**src/hw/rtl/kmer_min_hamming_distance_sum_macros.svh**
```systemverilog
// Assertion macros for the k-mer minimum Hamming distance block.
// Used by the top level. Every macro expects i_clk and i_rst_n in scope.
`ifndef KMER_MIN_HAMMING_DISTANCE_SUM_MACROS_SVH
`define KMER_MIN_HAMMING_DISTANCE_SUM_MACROS_SVH

// The consequent must hold in the same cycle as the antecedent.
`define KMHD_ASSERT_SAME(lbl, ante, cons, msg) \
    lbl: assert property (@(posedge i_clk) disable iff (!i_rst_n) \
        (ante) |-> (cons)) else $error(msg);

// The consequent must hold in the cycle after the antecedent.
`define KMHD_ASSERT_NEXT(lbl, ante, cons, msg) \
    lbl: assert property (@(posedge i_clk) disable iff (!i_rst_n) \
        (ante) |=> (cons)) else $error(msg);

`endif

```
**src/hw/rtl/kmhd_pkg.sv**
```systemverilog
// Shared constants, types and helpers for the k-mer minimum Hamming distance block.
// No dependencies.
package kmhd_pkg;

    localparam int MAX_PATTERN_LEN = 16;
    localparam int TOTAL_WIDTH     = 16;
    localparam int WIN_W           = 2 * MAX_PATTERN_LEN;
    localparam int LEN_W           = $clog2(MAX_PATTERN_LEN + 1);
    localparam int PLEN_REG_W      = 5;
    localparam int QUEUE_DEPTH     = 4;
    localparam int PTR_W           = $clog2(QUEUE_DEPTH);
    localparam int CFG_IDX_W       = 1;
    localparam int CFG_DATA_W      = 32;

    localparam logic [CFG_IDX_W-1:0] CFG_PATTERN_BASES  = 1'd0;
    localparam logic [CFG_IDX_W-1:0] CFG_PATTERN_LENGTH = 1'd1;

    localparam logic [PLEN_REG_W-1:0] PLEN_RESET = PLEN_REG_W'(6);

    // One finished text as handed from the front to the back.
    typedef struct packed {
        logic [LEN_W-1:0] min_dist;
        logic             short_text;
        logic             set_done;
    } t_text_result;

    typedef struct packed {
        logic full;
        logic empty;
    } t_queue_status;

    // Pattern length as used: zero acts as one, large values clamp to the window size.
    function automatic logic [LEN_W-1:0] clamp_len(input logic [PLEN_REG_W-1:0] len);
        logic [LEN_W-1:0] k;
        if (len == '0) begin
            k = LEN_W'(1);
        end else if (32'(len) > MAX_PATTERN_LEN) begin
            k = LEN_W'(MAX_PATTERN_LEN);
        end else begin
            k = LEN_W'(len);
        end
        return k;
    endfunction

endpackage

```
**src/hw/rtl/kmhd_front.sv**
```systemverilog
// Front end: holds the pattern registers, shifts bases into the window and tracks
// the per-text minimum distance. Depends on kmhd_pkg.
module kmhd_front import kmhd_pkg::*; (
    input  logic                  i_clk,
    input  logic                  i_rst_n,
    input  logic                  i_valid,
    output logic                  o_ready,
    input  logic [1:0]            i_base,
    input  logic                  i_eot,
    input  logic                  i_eos,
    input  logic                  i_cfg_valid,
    input  logic [CFG_IDX_W-1:0]  i_cfg_index,
    input  logic [CFG_DATA_W-1:0] i_cfg_data,
    input  logic                  i_full,
    output logic                  o_push,
    output t_text_result          o_entry
);

    logic [WIN_W-1:0]      r_pattern;
    logic [PLEN_REG_W-1:0] r_plen;
    logic [WIN_W-1:0]      r_win;
    logic [LEN_W-1:0]      r_fill;
    logic [LEN_W-1:0]      r_min;

    logic [WIN_W-1:0]      n_win;
    logic [LEN_W-1:0]      n_fill;
    logic [LEN_W-1:0]      k;
    logic [LEN_W-1:0]      shamt;
    logic [WIN_W-1:0]      win_al;
    logic [WIN_W-1:0]      diff;
    logic [LEN_W-1:0]      lane_miss;
    logic                  full_win;
    logic [LEN_W-1:0]      cand;
    logic                  accept;

    assign o_ready = !i_full;
    assign accept  = i_valid && o_ready;

    assign k      = clamp_len(r_plen);
    assign n_win  = {i_base, r_win[WIN_W-1:2]};
    assign n_fill = (32'(r_fill) < MAX_PATTERN_LEN) ? r_fill + 1'b1 : r_fill;
    assign shamt  = LEN_W'(MAX_PATTERN_LEN) - k;

    // The newest k bases sit at the top of the window; bring them down to line up
    // with the pattern and count the lanes that differ.
    always_comb begin
        win_al    = n_win >> {shamt, 1'b0};
        diff      = win_al ^ r_pattern;
        lane_miss = '0;
        for (int i = 0; i < MAX_PATTERN_LEN; i++) begin
            if ((LEN_W'(i) < k) && (diff[2*i] || diff[2*i+1])) begin
                lane_miss = lane_miss + 1'b1;
            end
        end
    end

    assign full_win = (n_fill >= k);
    assign cand     = (full_win && (lane_miss < r_min)) ? lane_miss : r_min;

    assign o_push             = accept && i_eot;
    assign o_entry.min_dist   = full_win ? cand : '0;
    assign o_entry.short_text = !full_win;
    assign o_entry.set_done   = i_eos;

    always_ff @(posedge i_clk) begin
        if (!i_rst_n) begin
            r_pattern <= '0;
            r_plen    <= PLEN_RESET;
        end else if (i_cfg_valid) begin
            if (i_cfg_index == CFG_PATTERN_BASES) begin
                r_pattern <= WIN_W'(i_cfg_data);
            end else if (i_cfg_index == CFG_PATTERN_LENGTH) begin
                r_plen <= i_cfg_data[PLEN_REG_W-1:0];
            end
        end
    end

    always_ff @(posedge i_clk) begin
        if (!i_rst_n) begin
            r_win  <= '0;
            r_fill <= '0;
            r_min  <= '1;
        end else if (accept) begin
            if (i_eot) begin
                r_win  <= '0;
                r_fill <= '0;
                r_min  <= '1;
            end else begin
                r_win  <= n_win;
                r_fill <= n_fill;
                r_min  <= cand;
            end
        end
    end

endmodule

```
**src/hw/rtl/kmhd_queue.sv**
```systemverilog
// Short queue of finished text results between the front and the back end.
// Depends on kmhd_pkg.
module kmhd_queue import kmhd_pkg::*; (
    input  logic          i_clk,
    input  logic          i_rst_n,
    input  logic          i_push,
    input  t_text_result  i_entry,
    input  logic          i_pop,
    output t_text_result  o_head,
    output t_queue_status o_status
);

    t_text_result     r_mem [QUEUE_DEPTH];
    logic [PTR_W-1:0] r_wr_ptr;
    logic [PTR_W-1:0] r_rd_ptr;
    logic [PTR_W:0]   r_count;

    logic do_push;
    logic do_pop;

    assign o_status.full  = (32'(r_count) == QUEUE_DEPTH);
    assign o_status.empty = (r_count == '0);
    assign do_push        = i_push && !o_status.full;
    assign do_pop         = i_pop && !o_status.empty;
    assign o_head         = r_mem[r_rd_ptr];

    always_ff @(posedge i_clk) begin
        if (do_push) begin
            r_mem[r_wr_ptr] <= i_entry;
        end
    end

    always_ff @(posedge i_clk) begin
        if (!i_rst_n) begin
            r_wr_ptr <= '0;
            r_rd_ptr <= '0;
            r_count  <= '0;
        end else begin
            if (do_push) begin
                r_wr_ptr <= r_wr_ptr + 1'b1;
            end
            if (do_pop) begin
                r_rd_ptr <= r_rd_ptr + 1'b1;
            end
            if (do_push && !do_pop) begin
                r_count <= r_count + 1'b1;
            end else if (do_pop && !do_push) begin
                r_count <= r_count - 1'b1;
            end
        end
    end

endmodule

```
**src/hw/rtl/kmhd_back.sv**
```systemverilog
// Back end: adds each text minimum into the saturating set total and holds the
// result beat until it is taken. Depends on kmhd_pkg.
module kmhd_back import kmhd_pkg::*; (
    input  logic                   i_clk,
    input  logic                   i_rst_n,
    input  t_text_result           i_head,
    input  t_queue_status          i_status,
    output logic                   o_pop,
    output logic                   o_valid,
    input  logic                   i_ready,
    output logic [LEN_W-1:0]       o_dist,
    output logic [TOTAL_WIDTH-1:0] o_total,
    output logic                   o_short,
    output logic                   o_done
);

    logic [TOTAL_WIDTH-1:0] r_sum;
    logic                   r_valid;
    logic [LEN_W-1:0]       r_dist;
    logic [TOTAL_WIDTH-1:0] r_total;
    logic                   r_short;
    logic                   r_done;

    logic [TOTAL_WIDTH:0]   sum_wide;
    logic [TOTAL_WIDTH-1:0] sum_sat;
    logic [TOTAL_WIDTH-1:0] n_total;

    assign o_pop = !i_status.empty && (!r_valid || i_ready);

    assign sum_wide = {1'b0, r_sum} + (TOTAL_WIDTH + 1)'(i_head.min_dist);
    assign sum_sat  = sum_wide[TOTAL_WIDTH] ? '1 : sum_wide[TOTAL_WIDTH-1:0];
    assign n_total  = i_head.short_text ? r_sum : sum_sat;

    always_ff @(posedge i_clk) begin
        if (!i_rst_n) begin
            r_sum   <= '0;
            r_valid <= 1'b0;
        end else if (o_pop) begin
            r_sum   <= i_head.set_done ? '0 : n_total;
            r_valid <= 1'b1;
        end else if (i_ready) begin
            r_valid <= 1'b0;
        end
    end

    always_ff @(posedge i_clk) begin
        if (o_pop) begin
            r_dist  <= i_head.min_dist;
            r_total <= n_total;
            r_short <= i_head.short_text;
            r_done  <= i_head.set_done;
        end
    end

    assign o_valid = r_valid;
    assign o_dist  = r_dist;
    assign o_total = r_total;
    assign o_short = r_short;
    assign o_done  = r_done;

endmodule

```
**src/hw/rtl/kmer_min_hamming_distance_sum.sv**
```systemverilog
// Top level of the k-mer minimum Hamming distance block.
// Depends on kmhd_pkg, kmhd_front, kmhd_queue, kmhd_back and the assertion macros.

// The block takes one DNA base per beat (tdata[1:0]: 0 A, 1 G, 2 T, 3 C), with
// tlast on the last base of a text and tuser on that base when the text ends the
// set. It keeps the last bases in a window and, once k bases of the text have
// arrived, compares the newest k with the configured pattern each beat, keeping
// the least mismatch count. At the end of each text it sends one beat: the text
// minimum and the saturating set total, tuser set for a text shorter than k
// (which reports 0 and adds nothing), tlast on the final text of the set, after
// which the total restarts at zero. One base is taken every clock cycle while
// the queue has room; the window compare, lane mismatch count and minimum
// update of a base finish within that cycle. Text results pass through a
// four-entry queue and an output register; the input stalls whenever the queue
// holds four results, whatever the output register holds.
// Configuration writes are always ready and take effect on the next base.
`include "kmer_min_hamming_distance_sum_macros.svh"

module kmer_min_hamming_distance_sum import kmhd_pkg::*; (
    input  logic                  i_clk,
    input  logic                  i_rst_n,
    input  logic                  s_axis_tvalid,
    output logic                  s_axis_tready,
    input  logic [7:0]            s_axis_tdata,   // [1:0] base, rest zero
    input  logic                  s_axis_tlast,
    input  logic                  s_axis_tuser,   // [0] end_of_set
    output logic                  m_axis_tvalid,
    input  logic                  m_axis_tready,
    output logic [23:0]           m_axis_tdata,   // [4:0] text_min_distance,
                                                  // [20:5] set_total, rest zero
    output logic                  m_axis_tlast,
    output logic                  m_axis_tuser,   // [0] short_text
    input  logic                  i_cfg_valid,
    output logic                  o_cfg_ready,
    input  logic [CFG_IDX_W-1:0]  i_cfg_index,
    input  logic [CFG_DATA_W-1:0] i_cfg_data
);

    t_text_result           push_entry;
    t_text_result           head_entry;
    t_queue_status          q_status;
    logic                   push;
    logic                   pop;
    logic [LEN_W-1:0]       out_dist;
    logic [TOTAL_WIDTH-1:0] out_total;

    assign o_cfg_ready = 1'b1;

    kmhd_front u_front (
        .i_clk       (i_clk),
        .i_rst_n     (i_rst_n),
        .i_valid     (s_axis_tvalid),
        .o_ready     (s_axis_tready),
        .i_base      (s_axis_tdata[1:0]),
        .i_eot       (s_axis_tlast),
        .i_eos       (s_axis_tuser),
        .i_cfg_valid (i_cfg_valid),
        .i_cfg_index (i_cfg_index),
        .i_cfg_data  (i_cfg_data),
        .i_full      (q_status.full),
        .o_push      (push),
        .o_entry     (push_entry)
    );

    kmhd_queue u_queue (
        .i_clk    (i_clk),
        .i_rst_n  (i_rst_n),
        .i_push   (push),
        .i_entry  (push_entry),
        .i_pop    (pop),
        .o_head   (head_entry),
        .o_status (q_status)
    );

    kmhd_back u_back (
        .i_clk    (i_clk),
        .i_rst_n  (i_rst_n),
        .i_head   (head_entry),
        .i_status (q_status),
        .o_pop    (pop),
        .o_valid  (m_axis_tvalid),
        .i_ready  (m_axis_tready),
        .o_dist   (out_dist),
        .o_total  (out_total),
        .o_short  (m_axis_tuser),
        .o_done   (m_axis_tlast)
    );

    assign m_axis_tdata = {3'b000, out_total, out_dist};

    // A short text never carries a distance.
    `KMHD_ASSERT_SAME(a_short_zero, m_axis_tvalid && m_axis_tuser, out_dist == '0, "short dist")

    // A reported minimum never exceeds the window size.
    `KMHD_ASSERT_SAME(a_dist_range, m_axis_tvalid, 32'(out_dist) <= MAX_PATTERN_LEN, "dist range")

    // The input is held off exactly while the queue is full, and a full queue is not empty.
    `KMHD_ASSERT_SAME(a_full_stall, q_status.full, !s_axis_tready && !q_status.empty, "q status")

    // A result is only pushed while the queue has room, so it leaves a nonempty queue.
    `KMHD_ASSERT_NEXT(a_push_lands, push && !pop, !q_status.empty, "pushed result lost")

endmodule
```
**config.mk**
```make
export PLATFORM = sky130hd
export DESIGN_NAME = kmer_min_hamming_distance_sum
export DESIGN_NICKNAME = d
export VERILOG_FILES = /design/src/hw/rtl/kmhd_pkg.sv /design/src/hw/rtl/kmhd_front.sv /design/src/hw/rtl/kmhd_queue.sv /design/src/hw/rtl/kmhd_back.sv /design/src/hw/rtl/kmer_min_hamming_distance_sum.sv
export VERILOG_INCLUDE_DIRS = /design/src /design/src/hw/rtl
export SDC_FILE = /design/constraint.sdc
export NUM_CORES = 1
export LEC_CHECK = 0
export ABC_AREA = 1
export BUFFER_PORTS_ARGS = -buffer_cell sky130_fd_sc_hd__buf_2
export CAP_MARGIN = 15
export CORE_MARGIN = 2
export CORE_UTILIZATION = 55
export DETAILED_ROUTE_END_ITERATION = 12
export PLACE_DENSITY_LB_ADDON = 0.25
export SLEW_MARGIN = 40
export SYNTH_ARGS = -nofsm -noshare
export SYNTH_HDL_FRONTEND = slang
export SYNTH_HIERARCHICAL = 1
export SYNTH_SLANG_ARGS = --single-unit
```
**constraint.sdc**
```tcl
create_clock -name i_clk -period 10.5 [get_ports i_clk]
set_clock_uncertainty 0.05 [all_clocks]
set_input_delay 1.05 -clock i_clk [delete_from_list [all_inputs] [get_ports i_clk]]
set_output_delay 1.05 -clock i_clk [all_outputs]
set_load 0.05 [all_outputs]
```
==> qor.csv, run 1 <==
stage,metric,value,unit
run_status,outcome,finished clean,
final_layout,fraction of layout cells with a size suffix above 1,22.4,%
worst_setup_path,Crit-path slowest cell,dfxtp_2,
placed_design,# port buffers,66,
clocking,worst-skew pair later-pin latency,0.43,ns
power,VDD IR max,0.000148,V
timing,max-slew violations,0,
detailed_routing,WL final,26600,um
floorplanning,initial core utilization,55.6,%
detailed_routing,Remaining DRCs,0,
global_route,total track usage,25.7,%
final_layout,multi-input logic area,6410,um^2
logic_synthesis,sequential share of the synthesized area,33.5,%
global_route,antenna violations before repair,0,
final_layout,post-layout util,65.7,%
logic_synthesis,syn_area_per_cell,6.87,um^2
worst_setup_path,CP Class,flip-flop to flip-flop,
clocking,clk root buf,clkbuf_16,
worst_setup_path,worst endpoint required time,10.62,ns
placed_design,dpl hpwl,19000,um
flow_run,MaxCap Viol Count,0,
logic_synthesis,Syn. warnings,6,
logic_synthesis,ys flop type,dfxtp_1,
global_route,largest net degree at the start of global routing,48,
clocking,htree depth,4,
global_route,first-pass GRT wire length,42600,um
logic_synthesis,Post-synth EDFFs,51,
clocking,cts bufs inserted,17,
worst_setup_path,CP arrival,10.24,ns
placed_design,placed inst area,11600,um^2
floorplanning,die area,20600,um^2
timing,Hold Slack,0.418,ns
clocking,CTS tree,built,
logic_synthesis,post-synth cell types,57,
worst_setup_path,CP Launch Type,flip-flop,
timing,fin crit share,96.3,%
detailed_routing,DRT antenna net count,0,
clocking,deepest clock path buffer count,2,
placed_design,RePlAce Congestion,0.934,
final_layout,Inserted Diodes,0,
power,Pwr per Cell Area,259,nW/um^2
final_layout,Final Cell Area,12700,um^2
final_layout,sequential cell area,3600,um^2
power,Tot Pwr,3.28,mW
logic_synthesis,asr flop ratio synth,0,%
floorplanning,Die Wd,144,um
final_layout,Syn-to-layout area delta,18.2,%
global_route,total global routing overflow,0,
logic_synthesis,post-synthesis sequential element count,154,
timing,Worst Max-Slew Pin Slew,0.785,ns
detailed_routing,wire per inst,13.6,um
detailed_routing,total iterations of the first detailed-routing run,7,
timing,max frequency,98.9,MHz
worst_setup_path,Crit Path Max Fanout,27,
timing,Final min period,10.11,ns
floorplanning,Core Region,19300,um^2
final_layout,Final nets,1770,
worst_setup_path,most frequent CP cell,nand2_2,
clocking,hold buffers post-CTS,0,
detailed_routing,Initial DRC Count,704,
clocking,clk slew on worst S/H paths,0.07,ns
floorplanning,row count,51,
detailed_routing,Vias/cell,5.29,
timing,Setup-failing EPs final,0,
clocking,Clock Sinks,154,
floorplanning,Die Ht,144,um
power,Leakage Power,6.04,nW
final_layout,Filler cells,1700,
logic_synthesis,Syn Inst Count,1559,
timing,Worst slew margin,47.1,%
timing,"Hold Vio Cnt, Final",0,
worst_setup_path,Max stage delay on crit path,0.34,ns
worst_setup_path,CP endpoint kind,flip-flop,
logic_synthesis,Synth Cell Area,10700,um^2
detailed_routing,Vias,10400,
hold_path,Worst Hold Class,flip-flop to flip-flop,
global_route,number of global-route vias before repair,9371,
floorplanning,Ports,77,
cells in the mapped netlist (22+ instances only):
cell type | instances | share of area (%)
nand2_1 | 476 | 17
nor2_1 | 159 | 5.6
inv_1 | 153 | 5.4
nand3_1 | 140 | 6.5
dfxtp_1 | 103 | 19
o21ai_0 | 70 | 3.3
a21oi_1 | 63 | 2.9
edfxtp_1 | 51 | 14
nand2_2 | 51 | 3.0
ha_1 | 35 | 4.1
xor2_1 | 25 | 2.0
clkbuf_1 | 22 | 0.77
worst paths after layout:
path | start | endpoint | slack (ns) | depth (start not counted)
min reg2reg | u_front/r_win[2] | u_front/r_win[2] | 0.42 | 2
min | u_front/r_win[2] | u_front/r_win[2] | 0.42 | 2
max | u_front/r_plen[3] | u_queue/r_mem[2][2] | 0.39 | 67
max reg2reg | u_front/r_plen[3] | u_queue/r_mem[2][2] | 0.39 | 67
registers in the layout, summed over array words and instances (netlist names), 3 cells and up, named ones only:
name	flops
u_front/r_pattern	32
u_front/r_win	30
u_queue/r_mem	28
u_back/o_total	16
u_back/r_sum	16
u_back/o_dist	5
u_front/r_fill	5
u_front/r_min	5
u_front/r_plen	5
u_queue/r_count	3
layout make-up:
cell class                 instances  area share (%)
clock buffer                      17            3.36
clock inverter                    15            1.56
inverter                         170            5.24
multi-input combinational       1186            50.7
sequential                       154            28.4
tap                              265            2.62
timing repair buffer             156            8.12
metal layers:
metal	global-route usage [%]	vias to the layer above	routed length (um)
met3	4.17	69	1250
li1	-	5295	-
met2	45.2	304	13300
met4	11.8	0	972
met1	30.8	4724	11200
met5	0	-	0
where the power goes:
group	internal (mW)	total, mW	leakage, nW	switching (mW)
Combinational	0.693	1.88	4.41	1.18
Clock	0.344	0.634	0.301	0.290
Sequential	0.722	0.767	1.32	0.0449
stage by stage:
step / instances / TNS, ns / worst slack, ns
floorplan: 1561 / 0 / 0.00986
global placement: 1910 / 0 / 0.0417
detailed placement: 1910 / -7.22 / -0.348
CTS: 1942 / 0 / 0.0110
global route: 1963 / -4.75 / -0.209
finish: 1963 / 0 / 0.385
layout by cell type (no fill, tap or decap), types with 6 or more instances in the layout:
cell type,count
nand2_1,462
nor2_1,154
inv_1,150
nand3_1,133
dfxtp_1,99
buf_4,85
buf_2,67
nand2_2,63
o21ai_0,63
a21oi_1,62
edfxtp_1,51
ha_1,29
nand3_2,27
xor2_1,25
clkbuf_16,17
o21ai_1,17
inv_2,14
nand3b_1,14
a21oi_2,13
nor2_2,10
nand2_4,9
nand4_1,8
o21ai_2,8
o211ai_1,8
or2_2,7
xnor2_1,7
o22ai_1,7
nor2_4,6
critical path, delay by kind of cell, from the launching register on:
family	cells	cell delay (ns)
AOI/OAI and AO/OA	11	2.04
xor gates and xnor gates	5	0.76
buffers and inverters	8	0.73
DFF	1	0.34
adders and majority gates	11	2.78
and+or+nand+nor	32	3.16
timing repair:
action	in CTS	in global routing
buffers inserted	0	19
setup endpoints to repair	25	25
pin swaps	1	38
cloned	0	2
resized for setup	11	68
cell families (layout without fill, tap and decap cells):
family	after synthesis	after routing	share of synthesized area, %
other	2	4	0.0701
buffers and inverters	222	358	9.34
and+or+nand+nor	908	908	38.6
adders and majority gates	37	37	4.46
xor gates and xnor gates	35	35	2.93
AOI/OAI and AO/OA	200	201	10.9
muxes	1	1	0.0935
DFF	154	154	33.5
Note: power is estimated with default switching activity, not from simulation.
==> run 2: changes to the inputs <==
--- a/config.mk
+++ b/config.mk
@@ -12,7 +12,9 @@
 export CORE_MARGIN = 2
 export CORE_UTILIZATION = 55
 export DETAILED_ROUTE_END_ITERATION = 12
+export MAX_ROUTING_LAYER = met4
 export PLACE_DENSITY_LB_ADDON = 0.25
+export REMOVE_ABC_BUFFERS = 1
 export SLEW_MARGIN = 40
 export SYNTH_ARGS = -nofsm -noshare
 export SYNTH_HDL_FRONTEND = slang
==> qor.csv, run 2 (synthesized netlist as in run 1, its figures left out) <==
stage,metric,value,unit
detailed_routing,wire per inst,13.5,um
floorplanning,initial core utilization,55.6,%
flow_run,MaxCap Viol Count,0,
worst_setup_path,CP Launch Type,flip-flop,
detailed_routing,WL met2,13400,um
timing,Setup-failing EPs final,0,
detailed_routing,Initial DRC Count,693,
final_layout,post-layout util,65.6,%
power,Pwr per Cell Area,262,nW/um^2
timing,"Hold Vio Cnt, Final",0,
detailed_routing,Post-Route M1 WL,11400,um
detailed_routing,total iterations of the first detailed-routing run,5,
power,Leakage Power,6.04,nW
floorplanning,die area,20600,um^2
worst_setup_path,CP arrival,10.06,ns
clocking,clk slew on worst S/H paths,0.07,ns
global_route,total global routing overflow,0,
power,Sw Share,45.9,%
power,share of power burned in registers,23.1,%
global_route,number of global-route vias before repair,9419,
detailed_routing,WL final,26600,um
final_layout,Syn-to-layout area delta,18.1,%
placed_design,pre-CTS setup slack,-0.323,ns
global_route,largest net degree at the start of global routing,48,
placed_design,dpl cells,1928,
timing,fin crit share,94.7,%
global_route,antenna violations before repair,0,
detailed_routing,Vias,10300,
detailed_routing,length of routed met3 wiring,1090,um
detailed_routing,Remaining DRCs,0,
final_layout,fraction of layout cells with a size suffix above 1,22.4,%
clocking,CTS tree,built,
worst_setup_path,Crit-path slowest cell,dfxtp_1,
global_route,first-pass GRT wire length,44100,um
worst_setup_path,worst endpoint required time,10.61,ns
timing,max-slew violations,0,
power,Logic pwr share,57.2,%
final_layout,most frequent cells in the layout,"nand2_1 (462), inv_1 (151), nor2_1 (149)",
worst_setup_path,Crit Path Max Fanout,6,
worst_setup_path,most frequent CP cell,nand2_1,
clocking,hold buffers post-CTS,0,
timing,Final min period,9.95,ns
clocking,cts bufs inserted,17,
final_layout,largest register by flop count,u_front/r_pattern,
timing,Hold Slack,0.420,ns
power,Clock Power Share,19.7,%
worst_setup_path,Max stage delay on crit path,0.33,ns
floorplanning,row count,51,
power,Int Pwr,1.79,mW
timing,Worst Max-Slew Pin Slew,0.766,ns
final_layout,Final Instance Count excl. Fillers,1964,
detailed_routing,DRT antenna net count,0,
run_status,outcome,finished clean,
worst_setup_path,CP endpoint kind,flip-flop,
floorplanning,Die Wd,144,um
global_route,total track usage,27.3,%
detailed_routing,uppermost routed layer,met4,
power,VDD IR max,0.000154,V
detailed_routing,Vias/cell,5.22,
final_layout,max FFs per register,32,
final_layout,Largest regs,"u_front/r_pattern x32, u_front/r_win x30, u_queue/r_mem x28",
clocking,worst-skew pair later-pin latency,0.43,ns
clocking,clk root buf,clkbuf_16,
clocking,Clock Sinks,154,
floorplanning,Ports,77,
final_layout,Final nets,1771,
placed_design,# port buffers,66,
placed_design,dpl hpwl,19600,um
power,net switching power,1.52,mW
clocking,deepest clock path buffer count,2,
timing,max frequency,101,MHz
final_layout,Inserted Diodes,0,
placed_design,RePlAce Congestion,0.936,
floorplanning,Core Region,19300,um^2
hold_path,Worst Hold Class,flip-flop to flip-flop,
floorplanning,Die Ht,144,um
final_layout,"commonest non-fill, non-tap cell in the layout",nand2_1,
worst_setup_path,CP Class,flip-flop to flip-flop,
timing,PnR worst setup slack,0.554,ns
clocking,htree depth,4,
timing,Worst slew margin,48.4,%
==> run 2: changes by cell type in the layout (fill, tap and decap cells not counted), sizes merged <==
cell      delta
clkinvlp     -1
buf          +2
clkinv       -1
clkbuf       +1
bufinv       +1
a21oi        -1
==> run 2: timing repair <==
action,CTS,global route
endpoints found under the hold margin,0,0
resized for setup,7,71
endpoints found under the setup margin,25,25
setup buffers,0,4
pin swaps,1,31
==> run 2: area by class of cell <==
| type | instances | area (um^2) |
|---|---|---|
| clock buffer | 18 | 429 |
| clock inverter | 14 | 200 |
| fill | 1715 | 6620 |
| inverter | 170 | 659 |
| multi-input combinational | 1185 | 6380 |
| sequential | 154 | 3600 |
| tap | 265 | 332 |
| timing repair buffer | 158 | 1050 |
==> run 2: worst paths after layout <==
path,start,to,slack (ns),cells past startpoint
worst min register to register,u_front/r_win[2],u_front/r_win[2],0.42,2
worst max register to register,u_front/r_plen[2],u_queue/r_mem[1][6],0.55,64
worst min-delay path,u_front/r_win[2],u_front/r_win[2],0.42,2
worst max-delay path,u_front/r_plen[2],u_queue/r_mem[1][6],0.55,64
==> run 2: power by group through the flow <==
stage,Sequential [mW],Clock (mW),Combinational [mW]
final,0.765,0.651,1.89
after global routing,0.776,0.688,2.12
after CTS,0.765,0.660,1.75
after detailed placement,0.777,0,1.73
after global placement,0.776,0,1.68
after floorplan,0.929,0,1.08
==> run 2: metrics by stage <==
stage          TNS [ns]  total power, mW  instance area, um^2
2_1_floorplan    -12.43             2.01                10400
3_3_place_gp      -1.32             2.46                11700
3_5_place_dp      -6.89             2.51                11700
4_1_cts               0             3.18                12400
5_1_grt          -0.415             3.59                12700
6_report              0             3.31                12700
==> run 2: worst max-delay path, delay by kind of cell (launching register included) <==
| kind | cells | cell delay [ns] |
|---|---|---|
| AOI/OAI and AO/OA | 10 | 1.76 |
| xor gates and xnor gates | 6 | 1.02 |
| adders and majority gates | 12 | 2.96 |
| buffers and inverters | 5 | 0.42 |
| DFF | 1 | 0.33 |
| and+or+nand+nor | 31 | 3.10 |
==> run 2: per-layer routing <==
layer / vias up / track usage [%]
li1: 5287 / -
met2: 269 / 47.0
met3: 60 / 4.37
met1: 4634 / 32.5
met5: - / -
met4: 0 / 9.29
==> run 3: changes to the inputs <==
--- a/config.mk
+++ b/config.mk
@@ -13,7 +13,7 @@
 export CORE_UTILIZATION = 55
 export DETAILED_ROUTE_END_ITERATION = 12
 export MAX_ROUTING_LAYER = met4
-export PLACE_DENSITY_LB_ADDON = 0.25
+export PLACE_DENSITY = 0.8
 export REMOVE_ABC_BUFFERS = 1
 export SLEW_MARGIN = 40
 export SYNTH_ARGS = -nofsm -noshare
==> qor.csv, run 3 (synthesized netlist as in run 1, its figures left out) <==
stage,metric,value,unit
global_route,GR peak layer,met2,
placed_design,placed inst area,11500,um^2
clocking,clk root buf,clkbuf_16,
worst_setup_path,CP bufs+invs,6,
global_route,first-pass GRT wire length,42900,um
worst_setup_path,worst endpoint required time,10.62,ns
clocking,htree depth,4,
flow_run,MaxCap Viol Count,0,
final_layout,max FFs per register,32,
placed_design,dpl cells,1896,
clocking,clk slew on worst S/H paths,0.07,ns
timing,fin crit share,96.0,%
timing,Final min period,10.08,ns
timing,max-slew violations,0,
final_layout,Final Instance Count excl. Fillers,1945,
placed_design,dpl hpwl,19200,um
final_layout,most frequent cells in the layout,"nand2_1 (460), nor2_1 (152), inv_1 (148)",
floorplanning,Die Ht,144,um
power,Leakage Power,5.97,nW
detailed_routing,Remaining DRCs,0,
detailed_routing,WL final,26900,um
worst_setup_path,Max stage delay on crit path,0.34,ns
power,VDD IR max,0.000140,V
worst_setup_path,cell count of the worst reg-to-reg path,65,
floorplanning,Core Region,19300,um^2
global_route,largest net degree at the start of global routing,48,
detailed_routing,DRT antenna net count,0,
timing,max frequency,99.2,MHz
worst_setup_path,r2r setup slk,0.42,ns
final_layout,Final Cell Area,12600,um^2
worst_setup_path,CP Launch Point,u_front/r_plen[3],
worst_setup_path,crit path to,u_queue/r_mem[2][3],
floorplanning,Ports,77,
worst_setup_path,FF-to-FF End,u_queue/r_mem[2][3],
power,Pwr per Cell Area,259,nW/um^2
floorplanning,Die Wd,144,um
detailed_routing,Vias/cell,5.33,
worst_setup_path,CP arrival,10.19,ns
placed_design,# port buffers,66,
worst_setup_path,number of cells on the critical path,65,
global_route,met2 usage,46.9,%
detailed_routing,Vias,10400,
final_layout,"commonest non-fill, non-tap cell in the layout",nand2_1,
worst_setup_path,Crit Reg-Reg Startpoint,u_front/r_plen[3],
final_layout,Filler cells,1681,
clocking,CTS tree,built,
global_route,antenna violations before repair,0,
clocking,deepest clock path buffer count,2,
final_layout,Largest regs,"u_front/r_pattern x32, u_front/r_win x30, u_queue/r_mem x28",
clocking,Clock Sinks,154,
run_status,outcome,finished clean,
timing,"Hold Vio Cnt, Final",0,
worst_setup_path,crit-path leading delay family,simple AND/OR/NAND/NOR gates,
final_layout,Syn-to-layout area delta,17.2,%
timing,PnR worst setup slack,0.424,ns
global_route,total global routing overflow,0,
final_layout,Final nets,1751,
detailed_routing,total iterations of the first detailed-routing run,6,
detailed_routing,wire per inst,13.8,um
worst_setup_path,CP Launch Type,flip-flop,
worst_setup_path,Crit Path Max Fanout,6,
worst_setup_path,Crit-path slowest cell,dfxtp_2,
clocking,worst-skew pair later-pin latency,0.44,ns
global_route,number of global-route vias before repair,9300,
placed_design,RePlAce Congestion,0.923,
worst_setup_path,most frequent CP cell,nand2_2,
timing,Worst Max-Slew Pin Slew,1.03,ns
clocking,cts bufs inserted,17,
detailed_routing,Initial DRC Count,780,
floorplanning,row count,51,
final_layout,largest register by flop count,u_front/r_pattern,
worst_setup_path,CP endpoint kind,flip-flop,
global_route,GR Util met3,4.73,%
timing,Worst slew margin,30.9,%
global_route,total track usage,26.6,%
global_route,Global Route met1 Usage,30.7,%
floorplanning,die area,20600,um^2
worst_setup_path,CP Class,flip-flop to flip-flop,
hold_path,Worst Hold Class,flip-flop to flip-flop,
final_layout,fraction of layout cells with a size suffix above 1,22.0,%
floorplanning,initial core utilization,55.6,%
timing,Setup-failing EPs final,0,
placed_design,pre-CTS setup slack,-0.201,ns
==> run 3: worst min path at each step <==
stage,startpoint,endpoint,slack [ns],cells past startpoint
2_1_floorplan,u_front/r_min[4],u_front/r_min[4],0.39,2
3_3_place_gp,u_front/r_min[3],u_front/r_min[3],0.40,2
3_5_place_dp,u_front/r_min[4],u_front/r_min[4],0.40,2
4_1_cts,u_front/r_pattern[4],u_front/r_pattern[4],0.42,2
5_1_grt,u_front/r_min[4],u_front/r_min[4],0.45,2
6_report,u_front/r_pattern[4],u_front/r_pattern[4],0.42,2
==> run 3: timing repair <==
item	CTS	global route
gates resized for setup	7	82
setup endpoints to repair	25	25
hold buffers	0	0
pin swaps	1	30
setup buffers	1	13
gates cloned	1	1
==> run 3: cell type report <==
class	count	area, um^2	share of cell area (%)
inverter	170	659	5.25
timing repair buffer	138	947	7.54
clock buffer	17	425	3.39
clock inverter	15	194	1.54
antenna	1	2.50	0.0199
tap	265	332	2.64
sequential	154	3600	28.7
multi-input combinational	1185	6390	50.9
==> run 3: routing by layer <==
metal / wire length, um / vias to the layer above
met2: 13600 / 298
li1: - / 5254
met3: 1290 / 64
met1: 11300 / 4759
met4: 716 / 0
met5: 0 / -
==> run 3: tightest hold or removal path, cell delays in order, from the launching register on <==
cell and delay [ns]:
dfxtp_1 0.31, inv_1 0.06, a21oi_1 0.05
==> run 3: report_power, final <==
| group | switching, mW | internal (mW) |
|---|---|---|
| Sequential | 0.0453 | 0.722 |
| Combinational | 1.18 | 0.674 |
| Clock | 0.297 | 0.326 |
| Total | 1.52 | 1.72 |
==> run 3: per-stage QoR <==
stage / util, % / hold WS [ns] / setup TNS, ns / power (mW)
detailed placement: 59.6 / 0.403 / -3.73 / 2.47
global route: 65.1 / 0.451 / -2.97 / 3.52
CTS: 63.1 / 0.423 / 0 / 3.11
floorplan: - / 0.387 / -12.43 / 2.01
global placement: 59.6 / 0.397 / 0 / 2.41
finish: 65.1 / 0.422 / 0 / 3.25
